File: config.mk
export PLATFORM = sky130hd
export DESIGN_NAME = synth_voice_allocator
export DESIGN_NICKNAME = d
export VERILOG_FILES = /design/src/rtl/svalloc_pkg.sv /design/src/rtl/svalloc_ctrl.sv /design/src/rtl/svalloc_dp.sv /design/src/rtl/synth_voice_allocator.sv
export SDC_FILE = /design/constraint.sdc
export NUM_CORES = 1
export LEC_CHECK = 0
export BUFFER_PORTS_ARGS = -buffer_cell sky130_fd_sc_hd__buf_2
export CAP_MARGIN = 25
export CORE_MARGIN = 5
export CORE_UTILIZATION = 45
export CTS_CLUSTER_DIAMETER = 40
export DETAILED_ROUTE_END_ITERATION = 7
export GPL_TIMING_DRIVEN = 0
export PLACE_DENSITY_LB_ADDON = 0.3
export REMOVE_ABC_BUFFERS = 1
export SYNTH_ARGS = -nofsm -noshare
export SYNTH_HDL_FRONTEND = slang
export SYNTH_SLANG_ARGS = --single-unit
File: constraint.sdc
create_clock -name clk_i -period 5.1 [get_ports clk_i]
set_input_delay 1.02 -clock clk_i [delete_from_list [all_inputs] [get_ports clk_i]]
set_output_delay 1.02 -clock clk_i [all_outputs]
set_load 0.02 [all_outputs]
File: src/rtl/svalloc_pkg.sv
// ----------------------------------------------------------------------------
// svalloc_pkg
// Shared types and constants of the synthesizer voice allocator: default
// sizes, fixed field widths, controller states and the controller/datapath
// command and status bundles.
// ----------------------------------------------------------------------------
package svalloc_pkg;

  localparam int unsigned VOICES_DEF    = 16;
  localparam int unsigned TIME_BITS_DEF = 24;

  // Fixed widths of the voice number and count fields
  localparam int unsigned VNUM_W  = 4;
  localparam int unsigned COUNT_W = 5;

  typedef enum logic [1:0] {
    ST_IDLE,
    ST_SWEEP,
    ST_COMMIT
  } svalloc_state_e;

  // Commands from the controller to the datapath
  typedef struct packed {
    logic load;     // capture the event word, restart the sweep
    logic rd_step;  // read the next voice time, advance the sweep index
    logic commit;   // pick a voice, write it back, register the result
  } svalloc_cmd_t;

  // Status from the datapath to the controller
  typedef struct packed {
    logic sweep_end;  // every opened voice has been read
  } svalloc_sts_t;

endpackage

File: src/rtl/svalloc_ctrl.sv
// ----------------------------------------------------------------------------
// svalloc_ctrl
// Sequencer of the voice allocator: accept an event, step the countdown
// sweep over the opened voices, then commit the voice choice.
// ----------------------------------------------------------------------------
module svalloc_ctrl
  import svalloc_pkg::*;
(
  input  logic         clk_i,
  input  logic         rst_ni,
  input  logic         start_i,
  input  svalloc_sts_t sts_i,
  output svalloc_cmd_t cmd_o,
  output logic         busy_o
);

  svalloc_state_e state_q, state_d;

  always_ff @(posedge clk_i or negedge rst_ni) begin
    if (!rst_ni) begin
      state_q <= ST_IDLE;
    end else begin
      state_q <= state_d;
    end
  end

  always_comb begin
    state_d       = state_q;
    cmd_o         = '0;
    busy_o        = 1'b1;
    case (state_q)
      ST_IDLE: begin
        busy_o = 1'b0;
        if (start_i) begin
          cmd_o.load = 1'b1;
          state_d    = ST_SWEEP;
        end
      end
      ST_SWEEP: begin
        // last read data is written back during the final sweep cycle
        if (sts_i.sweep_end) begin
          state_d = ST_COMMIT;
        end else begin
          cmd_o.rd_step = 1'b1;
        end
      end
      ST_COMMIT: begin
        cmd_o.commit = 1'b1;
        state_d      = ST_IDLE;
      end
      default: begin
        state_d = ST_IDLE;
      end
    endcase
  end

endmodule

File: src/rtl/svalloc_dp.sv
// ----------------------------------------------------------------------------
// svalloc_dp
// Datapath of the voice allocator: voice time memory, held bits, open
// count, countdown pipeline, free-voice search and result registers.
// ----------------------------------------------------------------------------
module svalloc_dp
  import svalloc_pkg::*;
#(
  parameter int unsigned VOICES    = VOICES_DEF,
  parameter int unsigned TIME_BITS = TIME_BITS_DEF
) (
  input  logic                 clk_i,
  input  logic                 rst_ni,
  input  svalloc_cmd_t         cmd_i,
  output svalloc_sts_t         sts_o,
  input  logic [TIME_BITS-1:0] wait_time_i,
  input  logic                 continues_voice_i,
  input  logic [VNUM_W-1:0]    prev_voice_i,
  input  logic                 sets_duration_i,
  input  logic [TIME_BITS-1:0] new_duration_i,
  input  logic                 later_used_i,
  output logic                 done_o,
  output logic [VNUM_W-1:0]    voice_number_o,
  output logic                 opened_new_o,
  output logic                 overflow_o,
  output logic [COUNT_W-1:0]   voices_in_use_o
);

  localparam int unsigned VIDX_W = (VOICES > 1) ? $clog2(VOICES) : 1;
  localparam int unsigned CNT_W  = $clog2(VOICES + 1);

  // Event word
  logic [TIME_BITS-1:0] wait_q, dur_q;
  logic                 cont_q, set_dur_q, later_q;
  logic [VNUM_W-1:0]    prev_q;

  // Voice state
  logic [TIME_BITS-1:0] time_mem [VOICES];
  logic [VOICES-1:0]    held_q;
  logic [CNT_W-1:0]     open_q;

  // Sweep pipeline
  logic [CNT_W-1:0]     rd_cnt_q;
  logic [VIDX_W-1:0]    rd_idx;
  logic                 rd_vld_q;
  logic [VIDX_W-1:0]    wr_idx_q;
  logic [TIME_BITS-1:0] rd_time_q;
  logic [TIME_BITS-1:0] sat_time;
  logic                 found_q;
  logic [VIDX_W-1:0]    free_idx_q;

  // Commit decision
  logic                 prev_ok;
  logic                 table_full;
  logic [VIDX_W-1:0]    chosen;
  logic                 opened;
  logic                 ovf;
  logic                 time_we;

  // Memory port
  logic                 mem_we;
  logic [VIDX_W-1:0]    mem_wa;
  logic [TIME_BITS-1:0] mem_wd;

  // Result registers
  logic                 done_q;
  logic [VNUM_W-1:0]    vnum_q;
  logic                 opened_q, ovf_q;

  assign rd_idx          = rd_cnt_q[VIDX_W-1:0];
  assign sts_o.sweep_end = (rd_cnt_q == open_q);

  assign sat_time = (rd_time_q < wait_q) ? '0 : (rd_time_q - wait_q);

  assign prev_ok    = (32'(prev_q) < VOICES);
  assign table_full = (open_q == CNT_W'(VOICES));

  always_comb begin
    chosen = '0;
    opened = 1'b0;
    ovf    = 1'b0;
    if (cont_q) begin
      chosen = VIDX_W'(prev_q);
      ovf    = !prev_ok;
    end else if (found_q) begin
      chosen = free_idx_q;
    end else if (!table_full) begin
      chosen = open_q[VIDX_W-1:0];
      opened = 1'b1;
    end else begin
      ovf = 1'b1;
    end
  end

  // a freshly opened voice starts at zero time unless the event sets a duration
  assign time_we = !ovf && (set_dur_q || opened);

  always_comb begin
    if (rd_vld_q) begin
      mem_we = 1'b1;
      mem_wa = wr_idx_q;
      mem_wd = sat_time;
    end else begin
      mem_we = cmd_i.commit && time_we;
      mem_wa = chosen;
      mem_wd = set_dur_q ? dur_q : '0;
    end
  end

  always_ff @(posedge clk_i) begin
    if (mem_we) begin
      time_mem[mem_wa] <= mem_wd;
    end
    if (cmd_i.rd_step) begin
      rd_time_q <= time_mem[rd_idx];
    end
  end

  // Event capture and payload
  always_ff @(posedge clk_i) begin
    if (cmd_i.load) begin
      wait_q    <= wait_time_i;
      cont_q    <= continues_voice_i;
      prev_q    <= prev_voice_i;
      set_dur_q <= sets_duration_i;
      dur_q     <= new_duration_i;
      later_q   <= later_used_i;
    end
    if (cmd_i.rd_step) begin
      wr_idx_q <= rd_idx;
    end
    if (rd_vld_q && !found_q) begin
      free_idx_q <= wr_idx_q;
    end
    if (cmd_i.commit) begin
      vnum_q   <= ovf ? '0 : VNUM_W'(chosen);
      opened_q <= opened;
      ovf_q    <= ovf;
    end
  end

  always_ff @(posedge clk_i or negedge rst_ni) begin
    if (!rst_ni) begin
      rd_cnt_q <= '0;
      rd_vld_q <= 1'b0;
      found_q  <= 1'b0;
      held_q   <= '0;
      open_q   <= '0;
      done_q   <= 1'b0;
    end else begin
      done_q   <= cmd_i.commit;
      rd_vld_q <= cmd_i.rd_step;
      if (cmd_i.load) begin
        rd_cnt_q <= '0;
        found_q  <= 1'b0;
      end else begin
        if (cmd_i.rd_step) begin
          rd_cnt_q <= rd_cnt_q + 1'b1;
        end
        if (rd_vld_q && !held_q[wr_idx_q] && (sat_time == '0)) begin
          found_q <= 1'b1;
        end
      end
      if (cmd_i.commit && !ovf) begin
        held_q[chosen] <= later_q;
      end
      if (cmd_i.commit && opened) begin
        open_q <= open_q + 1'b1;
      end
    end
  end

  assign done_o          = done_q;
  assign voice_number_o  = vnum_q;
  assign opened_new_o    = opened_q;
  assign overflow_o      = ovf_q;
  assign voices_in_use_o = COUNT_W'(open_q);

endmodule

File: src/rtl/synth_voice_allocator.sv
// ----------------------------------------------------------------------------
// synth_voice_allocator
// Assigns each note event to a voice of a fixed table, counting down the
// remaining time of every opened voice by the event's wait.
// ----------------------------------------------------------------------------
// Usage:
//   Present an event word on the *_i fields and raise start; the word is
//   taken at the clock edge where start is high and busy is low. busy stays
//   high while the event is processed.
//   Exactly one result word follows each event: done_o pulses for a single
//   cycle with voice_number_o, opened_new_o, overflow_o and voices_in_use_o.
//   The receiver cannot stall; sample the result in the done_o cycle.
// Timing:
//   busy stays high while the opened voices are swept and the choice is
//   committed; the one-read port of the voice time memory lets the sweep
//   read one voice per cycle. A new event may be accepted in the done_o
//   cycle, so an event is not taken while the previous one is in flight.
// Reset:
//   rst_ni clears the open count, held bits and control; the time memory
//   needs no clearing since a voice slot is written (zero or the new duration) when it is opened.
// ----------------------------------------------------------------------------
module synth_voice_allocator
  import svalloc_pkg::*;
#(
  parameter int unsigned VOICES    = VOICES_DEF,
  parameter int unsigned TIME_BITS = TIME_BITS_DEF
) (
  input  logic                 clk_i,
  input  logic                 rst_ni,
  input  logic                 start,
  output logic                 busy,
  input  logic [TIME_BITS-1:0] wait_time_i,
  input  logic                 continues_voice_i,
  input  logic [VNUM_W-1:0]    prev_voice_i,
  input  logic                 sets_duration_i,
  input  logic [TIME_BITS-1:0] new_duration_i,
  input  logic                 later_used_i,
  output logic                 done_o,
  output logic [VNUM_W-1:0]    voice_number_o,
  output logic                 opened_new_o,
  output logic                 overflow_o,
  output logic [COUNT_W-1:0]   voices_in_use_o
);

  svalloc_cmd_t cmd;
  svalloc_sts_t sts;

  // Sequence the event: capture, sweep the opened voices, commit
  svalloc_ctrl u_ctrl (
    .clk_i   (clk_i),
    .rst_ni  (rst_ni),
    .start_i (start),
    .sts_i   (sts),
    .cmd_o   (cmd),
    .busy_o  (busy)
  );

  // Hold voice state, count down, search the free voice, register results
  svalloc_dp #(
    .VOICES    (VOICES),
    .TIME_BITS (TIME_BITS)
  ) u_dp (
    .clk_i             (clk_i),
    .rst_ni            (rst_ni),
    .cmd_i             (cmd),
    .sts_o             (sts),
    .wait_time_i       (wait_time_i),
    .continues_voice_i (continues_voice_i),
    .prev_voice_i      (prev_voice_i),
    .sets_duration_i   (sets_duration_i),
    .new_duration_i    (new_duration_i),
    .later_used_i      (later_used_i),
    .done_o            (done_o),
    .voice_number_o    (voice_number_o),
    .opened_new_o      (opened_new_o),
    .overflow_o        (overflow_o),
    .voices_in_use_o   (voices_in_use_o)
  );

`ifndef SYNTH
  // a result word only follows a commit
  a_done_after_commit: assert property (@(posedge clk_i) disable iff (!rst_ni)
    done_o |-> $past(cmd.commit))
    else $error("result strobe without commit");

  // an accepted word keeps the block busy in the next cycle
  a_busy_after_accept: assert property (@(posedge clk_i) disable iff (!rst_ni)
    (start && !busy) |=> busy)
    else $error("busy not raised after accept");

  // overflow reports voice zero and never an opened voice
  a_overflow_result: assert property (@(posedge clk_i) disable iff (!rst_ni)
    (done_o && overflow_o) |-> (voice_number_o == '0) && !opened_new_o)
    else $error("overflow result inconsistent");

  // opening a voice leaves at least one voice in use
  a_open_counts: assert property (@(posedge clk_i) disable iff (!rst_ni)
    (done_o && opened_new_o) |-> (voices_in_use_o != '0) || (VOICES >= 32))
    else $error("opened voice not counted");
`endif

endmodule
==> results.sh <==
export IMPL_root_buffer="clkbuf_16"
export IMPL_synth_ff_type="edfxtp_1"
export IMPL_routed_wl_microns=48120
export IMPL_worst_pin_slew_ns=1.058
export IMPL_hp_class="input port to async pin"
export IMPL_setup_tns_ns=0
export IMPL_antenna_found_initial=0
export IMPL_dpl_hpwl_microns=30370
export IMPL_grt_overflow=0
export IMPL_core_area_sq_um=45580
export IMPL_cts_tree="built"
export IMPL_relSlewSlack=0.2915
export IMPL_worstSkewPairLatency_ns=0.61
export IMPL_layout_cells_non_filler=1875
export IMPL_grt_pass1_wl_microns=71770
export IMPL_dp_slack_ns=0.6670
export IMPL_maxClockFrequency_ghz=0.2197
export IMPL_wl_per_cell_microns=25.66
export IMPL_yosys_area_top_type="edfxtp_1"
export IMPL_grt_max_degree=55
export IMPL_antenna_cells=0
export IMPL_drt_pass1_iterations=5
export IMPL_synth_distinct_cells=63
export IMPL_regToRegSetupSlack_ns=0.55
export IMPL_yosysTopAreaCellShare=0.6875
export IMPL_vias=10880
export IMPL_io_buffers=70
export IMPL_syn_area_sq_um=20830
export IMPL_rsz0062_at_grt="false"
export IMPL_setup_viol=0
export IMPL_vias_per_cell=5.801
export IMPL_cp_end_kind="flop"
export IMPL_clkTransAtPathRegs_ns=0.06
export IMPL_yosys_warnings=0
export IMPL_htree_levels=2
export IMPL_final_core_util=0.5394
export IMPL_cts_resized=0
export IMPL_synth_seq_cells=508
export IMPL_cts_buffers=61
export IMPL_worst_setup_path_start_kind="flop"
export IMPL_power_leakage_nw=8.271
export IMPL_dieArea_sq_um=50700
export IMPL_synthTopCellsByCount="edfxtp_1 (477), mux4_2 (125), nor2_1 (60), nand2_1 (56), inv_1 (42)"
export IMPL_synth_area_per_cell_sq_um=18.82
export IMPL_postCtsHoldBufs=0
export IMPL_hold_violations=0
export IMPL_setup_slack_ns=0.5476
export IMPL_grt_pass1_vias=11070
export IMPL_grtUsageTotal=0.1918
export IMPL_crit_type="flop to flop"
export IMPL_nFillCells=3480
export IMPL_synthCells=1107
export IMPL_fin_skew_ns=0.02841
export IMPL_place_congestion=0.8047
export IMPL_drtIter0Drc=1158
export IMPL_maxCapViolations=0
export IMPL_die_x_microns=225.2
export IMPL_place_inst=1761
export IMPL_ys_seq_area_frac=0.7247
export IMPL_pin_count=71
export IMPL_powerDensity_nw_per_um2=592.7
export IMPL_drv_slew=0
export IMPL_cp_data_arrival_time_ns=4.82
export IMPL_period_share=0.8926
export IMPL_placement_rows=78
export IMPL_initial_core_util=0.4571
export IMPL_fin_crit_ns=4.552
export IMPL_cp_max_fo=16
export IMPL_cp_required_ns=5.36
export IMPL_ant_nets=0
export IMPL_ir_worst_vdd_v=0.0004243
export IMPL_drive_gt1_frac=0.2965
export IMPL_clock_path_buffers=3
export IMPL_p_total_mw=14.57
export IMPL_cts_setup_buffers=0
export IMPL_synth_area_leaders="edfxtp_1 (69%), mux4_2 (14%), dfrtp_1 (3.7%)"
export IMPL_layout_nets=1310
export IMPL_ys_async_sr_fraction=0.06102
export IMPL_die_y_microns=225.2
export IMPL_status="complete, no violations"
export IMPL_drt_drc_violations_left=0
export IMPL_area_growth_pct=17.99
export IMPL_yosysMostFrequentCell="edfxtp_1"
export IMPL_clock_sinks=508
export IMPL_synth_edff_count=477
[cells in the final DEF, fill, tap and decap left out, types with 4 or more instances in the layout]
cell type	count
a21oi_1	33
o21a_1	9
buf_16	12
a21o_1	6
a22o_1	14
nor3_1	15
nand2_1	56
xnor2_1	13
clkinvlp_4	5
nand4_1	5
clkbuf_16	63
nand2b_1	8
nor2_4	17
a31oi_1	6
buf_12	12
dfrtp_1	27
nand3_1	10
mux2_2	16
clkinv_1	9
nor2b_1	5
ha_1	27
inv_1	42
bufinv_16	6
o21ai_0	20
xor2_1	10
clkinv_2	5
inv_6	8
mux4_2	125
o31ai_1	4
nor3b_1	4
buf_2	74
clkinv_4	7
clkbuf_1	8
nor2_1	43
edfxtp_1	477
[path summary, 6_finish.rpt]
check,start,cells after the start,endpoint
worst max-delay path,u_dp.rd_time_q[0],12,u_dp.time_mem[2][14]
worst min-delay path,rst_ni,1,u_dp.held_q[13]
worst max register to register,u_dp.rd_time_q[0],12,u_dp.time_mem[2][14]
worst min register to register,u_ctrl.state_q[1],1,u_ctrl.state_q[1]
max in group asynchronous,rst_ni,1,u_dp.rd_cnt_q[0]
min in group clk_i,u_ctrl.state_q[1],1,u_ctrl.state_q[1]
[cells by family after synthesis]
family,after synthesis,synth area share
DFF,508,0.7247
and+or+nand+nor,182,0.04096
muxes,144,0.1452
AOI/OAI and AO/OA,132,0.04570
buffers and inverters,90,0.01657
adders and majority gates,28,0.01717
xor gates and xnor gates,23,0.009668
[flip-flops by register name (all words and copies together), names as in the netlist]
register              cells
u_dp.rd_vld_q             1
u_dp.prev_q               4
u_dp.done_o               1
u_dp.opened_new_o         1
u_ctrl.state_q            2
u_dp.rd_cnt_q             5
u_dp.overflow_o           1
u_dp.voice_number_o       4
u_dp.held_q              16
u_dp.wr_idx_q             4
u_dp.cont_q               1
u_dp.voices_in_use_o      5
u_dp.later_q              1
u_dp.dur_q               24
u_dp.time_mem           384
u_dp.rd_time_q           24
u_dp.free_idx_q           4
u_dp.wait_q              24
u_dp.set_dur_q            1
u_dp.found_q              1
[stage by stage]
step           instance area (sq um)  hold WS [ns]
6_report                       24580        0.4740
5_1_grt                        24580        0.4908
4_1_cts                        24580        0.4593
3_5_place_dp                   22530        0.4656
3_3_place_gp                   21750        0.4541
2_1_floorplan                  20650        0.4366
[per-layer routing]
metal,GRT usage,vias to the layer above,share of wire
met1,0.2887,5643,0.44
met3,0.04025,60,0.077
li1,-,4733,-
met4,0.03846,0,0.015
met5,0,-,0
met2,0.2955,440,0.47
[where the power goes]
part           leakage (nW)  total (mW)  internal, mW  switching [mW]
registers              4.80        6.05          5.69           0.367
logic                  2.48        4.18          1.68            2.50
clock network         0.989        4.34          2.60            1.74
total                  8.27        14.6          9.96            4.61
[critical path, cell delays in order (launching register included)]
cell and delay [ns]:
edfxtp_1 0.35, inv_1 0.06, ha_1 0.26, fa_1 0.47, nand2b_1 0.19, a211o_1 0.40, a21oi_1 0.30, nor3_1 0.10
o41a_1 0.47, nor2b_2 0.28, buf_8 0.23, inv_2 0.15, o31ai_2 0.90
[final cells by class]
type / instances / area, sq um / share of cell area
clock inverters: 42 / 430.4 / 0.01751
well taps: 600 / 750.7 / 0.03054
flip-flops and latches: 508 / 15110 / 0.6146
repair buffers: 101 / 970.9 / 0.03950
multi-input cells: 509 / 5539 / 0.2253
clock buffers: 72 / 1620 / 0.06591
inverters: 43 / 161.4 / 0.006566
(Power assumes the default switching activity.)
